[config.mk]
export PLATFORM = sky130hd
export DESIGN_NAME = generational_handle_allocator
export DESIGN_NICKNAME = d
export VERILOG_FILES = /design/src/gha_pkg.sv /design/src/gha_ram.sv /design/src/gha_ctrl.sv /design/src/generational_handle_allocator.sv
export SDC_FILE = /design/constraint.sdc
export NUM_CORES = 2
export LEC_CHECK = 0
export ABC_AREA = 1
export BUFFER_PORTS_ARGS = -buffer_cell sky130_fd_sc_hd__buf_2
export CAP_MARGIN = 10
export CORE_MARGIN = 5
export CORE_UTILIZATION = 55
export DETAILED_ROUTE_END_ITERATION = 8
export PLACE_DENSITY = 0.69
export SLEW_MARGIN = 20
export SYNTH_ARGS = -nofsm -noshare
export SYNTH_HDL_FRONTEND = slang
export SYNTH_SLANG_ARGS = --single-unit
[constraint.sdc]
create_clock -name clk -period 15.34 [get_ports clk]
set_clock_uncertainty 0.2 [all_clocks]
set_input_delay 2.301 -clock clk [delete_from_list [all_inputs] [get_ports clk]]
set_output_delay 2.301 -clock clk [all_outputs]
set_load 0.03 [all_outputs]
[src/gha_pkg.sv]
`timescale 1ns / 1ps

package gha_pkg;

  localparam logic [1:0] CMD_ALLOC   = 2'd0;
  localparam logic [1:0] CMD_RELEASE = 2'd1;
  localparam logic [1:0] CMD_CHECK   = 2'd2;

  localparam logic [1:0] ST_OK    = 2'd0;
  localparam logic [1:0] ST_STALE = 2'd1;
  localparam logic [1:0] ST_FULL  = 2'd2;

endpackage

[src/gha_ram.sv]
`timescale 1ns / 1ps

module gha_ram #(
  parameter int WIDTH = 8,
  parameter int DEPTH = 64,
  parameter int AW    = $clog2(DEPTH)
) (
  input  logic             clk,
  input  logic             we,
  input  logic [AW-1:0]    waddr,
  input  logic [WIDTH-1:0] wdata,
  input  logic [AW-1:0]    raddr,
  output logic [WIDTH-1:0] rdata
);

  logic [WIDTH-1:0] mem [DEPTH];

  always_ff @(posedge clk) begin
    if (we) begin
      mem[waddr] <= wdata;
    end
    rdata <= mem[raddr];
  end

endmodule

[src/gha_ctrl.sv]
`timescale 1ns / 1ps

module gha_ctrl
  import gha_pkg::*;
#(
  parameter int SLOTS     = 64,
  parameter int GEN_WIDTH = 16,
  parameter int IDX_W     = $clog2(SLOTS),
  parameter int CNT_W     = $clog2(SLOTS + 1)
) (
  input  logic                 clk,
  input  logic                 rst,
  input  logic                 start,
  output logic                 busy,
  input  logic [1:0]           command,
  input  logic [IDX_W-1:0]     slot_index,
  input  logic [GEN_WIDTH-1:0] slot_generation,
  output logic                 done,
  output logic [1:0]           status,
  output logic [IDX_W-1:0]     handle_index,
  output logic [GEN_WIDTH-1:0] handle_generation,
  output logic [IDX_W-1:0]     slot_raddr,
  input  logic [GEN_WIDTH:0]   slot_rdata,
  output logic                 slot_we,
  output logic [IDX_W-1:0]     slot_waddr,
  output logic [GEN_WIDTH:0]   slot_wdata,
  output logic [IDX_W-1:0]     stk_raddr,
  input  logic [IDX_W-1:0]     stk_rdata,
  output logic                 stk_we,
  output logic [IDX_W-1:0]     stk_waddr,
  output logic [IDX_W-1:0]     stk_wdata
);

  typedef enum logic [1:0] {
    S_IDLE,
    S_POP,
    S_ALLOC_RD,
    S_SLOT_RD
  } state_t;

  localparam logic [CNT_W-1:0] SLOTS_C = CNT_W'(SLOTS);

  state_t               state;
  logic [CNT_W-1:0]     free_count;
  logic [CNT_W-1:0]     used_count;
  logic [1:0]           cmd;
  logic [IDX_W-1:0]     idx;
  logic [GEN_WIDTH-1:0] gen;

  logic                 take;
  logic                 fresh_alloc;
  logic                 idx_known;
  logic                 handle_ok;
  logic [CNT_W-1:0]     free_top;

  assign busy        = (state != S_IDLE);
  assign take        = start && !busy;
  assign free_top    = free_count - CNT_W'(1);
  assign fresh_alloc = take && (command == CMD_ALLOC) && (free_count == '0) &&
                       (used_count < SLOTS_C);
  assign idx_known   = CNT_W'(slot_index) < used_count;
  assign handle_ok   = slot_rdata[GEN_WIDTH] && (slot_rdata[GEN_WIDTH-1:0] == gen);

  assign stk_raddr   = free_top[IDX_W-1:0];

  always_comb begin
    slot_raddr = slot_index;
    if (state == S_POP) begin
      slot_raddr = stk_rdata;
    end
  end

  always_comb begin
    slot_we    = 1'b0;
    slot_waddr = idx;
    slot_wdata = {1'b1, slot_rdata[GEN_WIDTH-1:0]};
    stk_we     = 1'b0;
    stk_waddr  = free_count[IDX_W-1:0];
    stk_wdata  = idx;
    unique case (state)
      S_IDLE: begin
        if (fresh_alloc) begin
          slot_we    = 1'b1;
          slot_waddr = used_count[IDX_W-1:0];
          slot_wdata = {1'b1, {GEN_WIDTH{1'b0}}};
        end
      end
      S_ALLOC_RD: begin
        slot_we = 1'b1;
      end
      S_SLOT_RD: begin
        if (handle_ok && (cmd == CMD_RELEASE)) begin
          slot_we    = 1'b1;
          slot_wdata = {1'b0, slot_rdata[GEN_WIDTH-1:0] + GEN_WIDTH'(1)};
          stk_we     = (free_count < SLOTS_C);
        end
      end
      default: begin
      end
    endcase
  end

  always_ff @(posedge clk) begin
    if (rst) begin
      state      <= S_IDLE;
      free_count <= '0;
      used_count <= '0;
      done       <= 1'b0;
    end else begin
      done <= 1'b0;
      unique case (state)
        S_IDLE: begin
          if (take) begin
            cmd               <= command;
            idx               <= slot_index;
            gen               <= slot_generation;
            status            <= ST_STALE;
            handle_index      <= slot_index;
            handle_generation <= slot_generation;
            if (command == CMD_ALLOC) begin
              if (free_count != '0) begin
                free_count <= free_top;
                state      <= S_POP;
              end else if (used_count < SLOTS_C) begin
                used_count        <= used_count + CNT_W'(1);
                status            <= ST_OK;
                handle_index      <= used_count[IDX_W-1:0];
                handle_generation <= '0;
                done              <= 1'b1;
              end else begin
                status <= ST_FULL;
                done   <= 1'b1;
              end
            end else if (((command == CMD_RELEASE) || (command == CMD_CHECK)) &&
                         idx_known) begin
              state <= S_SLOT_RD;
            end else begin
              done <= 1'b1;
            end
          end
        end
        S_POP: begin
          idx   <= stk_rdata;
          state <= S_ALLOC_RD;
        end
        S_ALLOC_RD: begin
          status            <= ST_OK;
          handle_index      <= idx;
          handle_generation <= slot_rdata[GEN_WIDTH-1:0];
          done              <= 1'b1;
          state             <= S_IDLE;
        end
        S_SLOT_RD: begin
          if (handle_ok) begin
            status <= ST_OK;
            if ((cmd == CMD_RELEASE) && (free_count < SLOTS_C)) begin
              free_count <= free_count + CNT_W'(1);
            end
          end
          done  <= 1'b1;
          state <= S_IDLE;
        end
        default: begin
          state <= S_IDLE;
        end
      endcase
    end
  end

endmodule

[src/generational_handle_allocator.sv]
`timescale 1ns / 1ps

// Generational handle allocator. A command transfer is taken when start is
// high and busy is low; its result appears on status, handle_index and
// handle_generation for exactly one cycle with done high, and the receiver
// cannot hold it off. The result of an allocate of a never-used slot, of a
// full table, of an unknown command and of a handle whose index was never
// handed out arrives in the cycle after the transfer. Release and check of
// a known index first wait for the registered read of the slot memory, and
// an allocate that reuses a freed slot makes one read of the free stack
// memory followed by one of the slot memory. Busy is high in between, and a
// new command may be given in the cycle that done is high.
// No clearing pass is needed after reset.
module generational_handle_allocator
  import gha_pkg::*;
#(
  parameter int SLOTS     = 64,
  parameter int GEN_WIDTH = 16,
  parameter int IDX_W     = $clog2(SLOTS)
) (
  input  logic                 clk,
  input  logic                 rst,
  input  logic                 start,
  output logic                 busy,
  input  logic [1:0]           command,
  input  logic [IDX_W-1:0]     slot_index,
  input  logic [GEN_WIDTH-1:0] slot_generation,
  output logic                 done,
  output logic [1:0]           status,
  output logic [IDX_W-1:0]     handle_index,
  output logic [GEN_WIDTH-1:0] handle_generation
);

  logic [IDX_W-1:0]   slot_raddr;
  logic [GEN_WIDTH:0] slot_rdata;
  logic               slot_we;
  logic [IDX_W-1:0]   slot_waddr;
  logic [GEN_WIDTH:0] slot_wdata;
  logic [IDX_W-1:0]   stk_raddr;
  logic [IDX_W-1:0]   stk_rdata;
  logic               stk_we;
  logic [IDX_W-1:0]   stk_waddr;
  logic [IDX_W-1:0]   stk_wdata;

  gha_ctrl #(
    .SLOTS     (SLOTS),
    .GEN_WIDTH (GEN_WIDTH),
    .IDX_W     (IDX_W)
  ) u_ctrl (
    .clk               (clk),
    .rst               (rst),
    .start             (start),
    .busy              (busy),
    .command           (command),
    .slot_index        (slot_index),
    .slot_generation   (slot_generation),
    .done              (done),
    .status            (status),
    .handle_index      (handle_index),
    .handle_generation (handle_generation),
    .slot_raddr        (slot_raddr),
    .slot_rdata        (slot_rdata),
    .slot_we           (slot_we),
    .slot_waddr        (slot_waddr),
    .slot_wdata        (slot_wdata),
    .stk_raddr         (stk_raddr),
    .stk_rdata         (stk_rdata),
    .stk_we            (stk_we),
    .stk_waddr         (stk_waddr),
    .stk_wdata         (stk_wdata)
  );

  gha_ram #(
    .WIDTH (GEN_WIDTH + 1),
    .DEPTH (SLOTS),
    .AW    (IDX_W)
  ) u_slot_ram (
    .clk   (clk),
    .we    (slot_we),
    .waddr (slot_waddr),
    .wdata (slot_wdata),
    .raddr (slot_raddr),
    .rdata (slot_rdata)
  );

  gha_ram #(
    .WIDTH (IDX_W),
    .DEPTH (SLOTS),
    .AW    (IDX_W)
  ) u_stack_ram (
    .clk   (clk),
    .we    (stk_we),
    .waddr (stk_waddr),
    .wdata (stk_wdata),
    .raddr (stk_raddr),
    .rdata (stk_rdata)
  );

`ifndef SYNTHESIS
  a_transfer_progress: assert property (@(posedge clk) disable iff (rst)
    (start && !busy) |=> (busy || done))
    else $error("Accepted command neither busy nor done");

  a_done_has_cause: assert property (@(posedge clk) disable iff (rst)
    done |-> ($past(busy) || $past(start)))
    else $error("Result strobe without a pending command");

  a_full_echo: assert property (@(posedge clk) disable iff (rst)
    (done && (status == ST_FULL)) |-> (handle_index == $past(slot_index)))
    else $error("Table full result does not echo the index");
`endif

endmodule

==> summary.md <==
| Metric | Value |
|---|---|
| Routability congestion estimate | `0.907` |
| Status | `completed` |
| Fillers | `9059` |
| Global-route wire length before repair | `255000 um` |
| Final Hold Slack | `307 ps` |
| Worst skew pair latency | `770 ps` |
| Gate power share | `0.340` |
| Die width | `356 um` |
| Iter 0 DRT Violations | `5117` |
| Largest net degree at the start of global routing | `227` |
| Critical Path Fanout Max | `226` |
| # setup viols final | `0` |
| Sum Neg Setup Slack | `0 ps` |
| # nets final | `5694` |
| Buf/Inv on CP | `4` |
| Max frequency | `153 MHz` |
| Seq pwr share | `0.399` |
| Synth Net Count | `5700` |
| 1st-pass router iterations | `6` |
| Post-Syn Instances | `5656` |
| CTS root buffer | `clkbuf_16` |
| Hold buffer count at cts | `0` |
| Worst Setup Start Kind | `primary input` |
| Die area | `127000 sq um` |
| Number of synthesized flops with an enable pin | `1520` |
| Ys async rst share | `0` |
| DR vias | `43400` |
| # DRC | `0` |
| Final slew viol count | `0` |
| CP max stage delay | `830 ps` |
| CTS Buffer Depth | `3` |
| Initial core utilization | `0.556` |
| Relative slew slack | `0.257` |
| I/O Buffers | `52` |
| Setup slack, reg-to-reg | `9240 ps` |
| CTS tree | `done` |
| H-tree Lvls | `4` |
| RSZ-0062 raised after global routing | `no` |
| HPWL Detailed | `95400 um` |
| Avg Inst Size Synth | `11.6 sq um` |
| Max-cap viol count | `0` |
| Critical path's top delay family | `buffers and inverters` |
| Diodes inserted | `0` |
| Setup Fix Bufs, Post-CTS | `0` |
| Most common cell on crit path | `nand3_1` |
| Avg Vias per Cell | `5.88` |
| Ports | `53` |
| R2r startpoint | `u_ctrl.state[1]$_SDFFE_PP0P_` |
| Fin crit period | `6520 ps` |
| Sequential area share after synthesis | `0.706` |
| Final hold violation count | `0` |
| Post-CTS Resized | `0` |
| Hold Crit Start | `u_ctrl.used_count[0]$_SDFFE_PP0P_` |
| Critical Path RT | `15790 ps` |
| Register bit total from synthesis | `1560` |
| Worst min path class | `flop to flop` |
| Num CTS Buffers | `158` |
| Initial antenna violation count | `4` |
| Share of cells above drive strength 1 | `0.0884` |
| Sw Pwr | `0.00562 W` |
| Worst Hold Depth | `2` |
| P_int | `0.00894 W` |
| Count of cell types in the netlist | `42` |
| Clock sinks | `1560` |
| Worst setup EP type | `flop` |
| Die Height | `356 um` |
| R2R Path End | `u_slot_ram.rdata[10]$_DFF_P_` |
| Row Count | `126` |
| Wire per inst | `23.0 um` |
| GR Util All Layers | `0.265` |
| Leakage power | `26.6 nW` |
| Mapped Area | `65800 sq um` |
| Routed wire length | `170000 um` |
| Setup Crit Path Kind | `primary input to flop` |
| VDD IR max | `203 uV` |
| Total global routing overflow | `0` |
| Antenna Nets Post-Route | `0` |
| Ys Warns | `0` |
| Worst slew pin tran | `1110 ps` |
| Hold Path End | `u_ctrl.used_count[0]$_SDFFE_PP0P_` |
| Vias in the first global route | `41500` |
| Clock Power Share | `0.261` |
| Reg clk slew, reported paths | `60 ps` |
| Period utilization | `0.425` |
| Reg2reg path depth | `14` |
| WP data arrival | `6980 ps` |
| Slowest CP cell | `buf_4` |
| Pwr/cell area | `200 nW/um^2` |
| Critical path, cell by cell | `buf_2 -> nand2_1 -> nand2_4 -> buf_4 -> buf_4 -> buf_12 -> nand2_1 -> o211ai_1 -> nand3_1 -> nand3_1 -> nand3_1 -> nand3_1 -> nand2_1` |
| Sw frac | `0.386` |
| Area growth syn-to-layout | `10.8%` |
| Top_reg_cell synth | `edfxtp_1` |
| Core footprint | `118000 sq um` |
[metal layers]
layer / wire [um] / track usage / part of all wire
met1: 67300 / 0.361 / 0.40
met2: 80700 / 0.428 / 0.48
met3: 14000 / 0.0426 / 0.083
met4: 7480 / 0.115 / 0.044
met5: 19 / 0 / 0.00011
[area by class of cell]
class	count	area [sq um]	share of cell area
clock buffer	203	4200	0.0576
clock inverter	85	957	0.0131
inverter	550	2080	0.0286
multi-input combinational	3219	16100	0.220
sequential	1560	46400	0.637
tap	1600	2000	0.0275
timing repair buffer	161	1130	0.0155
[state kept, by name, indices dropped and copies added (netlist names)]
name	count
u_ctrl.cmd	2
u_ctrl.done	1
u_ctrl.free_count	7
u_ctrl.gen	16
u_ctrl.handle_generation	16
u_ctrl.handle_index	6
u_ctrl.state	2
u_ctrl.status	2
u_ctrl.stk_wdata	6
u_ctrl.used_count	7
u_slot_ram.mem	1088
u_slot_ram.rdata	17
u_stack_ram.mem	384
u_stack_ram.rdata	6
[worst max-delay path by stage]
stage,depth (start not counted),slack (ps),from,to
after floorplan,7,8830,command[0],u_slot_ram.mem[0][10]$_DFFE_PP_
after global placement,13,8290,slot_index[0],u_slot_ram.rdata[10]$_DFF_P_
after detailed placement,13,8200,slot_index[0],u_slot_ram.rdata[10]$_DFF_P_
after CTS,13,9040,slot_index[0],u_slot_ram.rdata[10]$_DFF_P_
after global routing,13,8530,slot_index[0],u_slot_ram.rdata[10]$_DFF_P_
final,13,8820,slot_index[0],u_slot_ram.rdata[10]$_DFF_P_
[layout by cell type, fill, tap and decap left out, types with 39 or more instances in the layout]
master,count
inv_1,520
buf_4,105
buf_2,52
dfxtp_1,39
o211ai_1,471
nand3_1,638
edfxtp_1,1520
clkbuf_16,160
o21ai_0,254
clkbuf_1,40
nand2_1,1188
nor2_1,449
[metrics by stage]
stage               instances  worst slack (ps)  power (W)   util  instance area (sq um)
floorplan                5656              8830    0.00887      -                  65800
global placement         7089              8290     0.0107  0.571                  67700
detailed placement       7090              8200     0.0108  0.572                  67700
CTS                      7378              9040     0.0145  0.615                  72800
global route             7378              8530     0.0152  0.616                  72900
finish                   7378              8820     0.0146  0.616                  72900
[kinds of logic (layout without fill, tap and decap cells)]
family | after synthesis | count (layout) | synth area share
AND/OR/NAND/NOR | 2396 | 2396 | 0.156
flip-flops | 1560 | 1560 | 0.706
buffers and inverters | 877 | 999 | 0.0535
AO/OA/AOI/OAI | 797 | 797 | 0.0801
adder cells (fa/ha/maj) | 17 | 17 | 0.00323
XOR/XNOR | 9 | 9 | 0.00131
[worst min-delay path: stages, from the launching register on]
cell and delay, ps:
dfxtp_1 330, nand2_1 70, a21oi_1 60
[power by group through the flow]
| stage | Sequential (W) | Combinational (W) | Clock (W) |
|---|---|---|---|
| 3_5_place_dp | 0.00589 | 0.00488 | 0 |
| 2_1_floorplan | 0.00596 | 0.00291 | 0 |
| 5_1_grt | 0.00581 | 0.00532 | 0.00402 |
| 3_3_place_gp | 0.00589 | 0.00477 | 0 |
| 4_1_cts | 0.00580 | 0.00489 | 0.00384 |
| 6_report | 0.00581 | 0.00495 | 0.00380 |
[Yosys cell counts, types with 5 or more instances]
library cell	instances	area share
nand2_4	11	0.0019
dfxtp_1	40	0.012
nor3_1	17	0.0013
o22ai_1	24	0.0023
o21ai_0	256	0.019
clkbuf_1	126	0.0072
nand3_4	9	0.0024
nor2_1	467	0.027
ha_1	17	0.0032
o211ai_1	471	0.054
a21oi_1	24	0.0018
nand3_1	639	0.049
nor2_2	7	0.00067
nand4_1	21	0.0020
nand2_1	1197	0.068
nand3_2	7	0.0011
inv_2	19	0.0011
xor2_1	8	0.0011
buf_2	161	0.012
o21ai_2	6	0.00080
inv_1	526	0.030
nor2_4	5	0.00086
buf_4	5	0.00057
buf_1	34	0.0019
edfxtp_1	1520	0.69
clkinv_1	5	0.00029
Note: power is estimated with default switching activity, not from simulation.
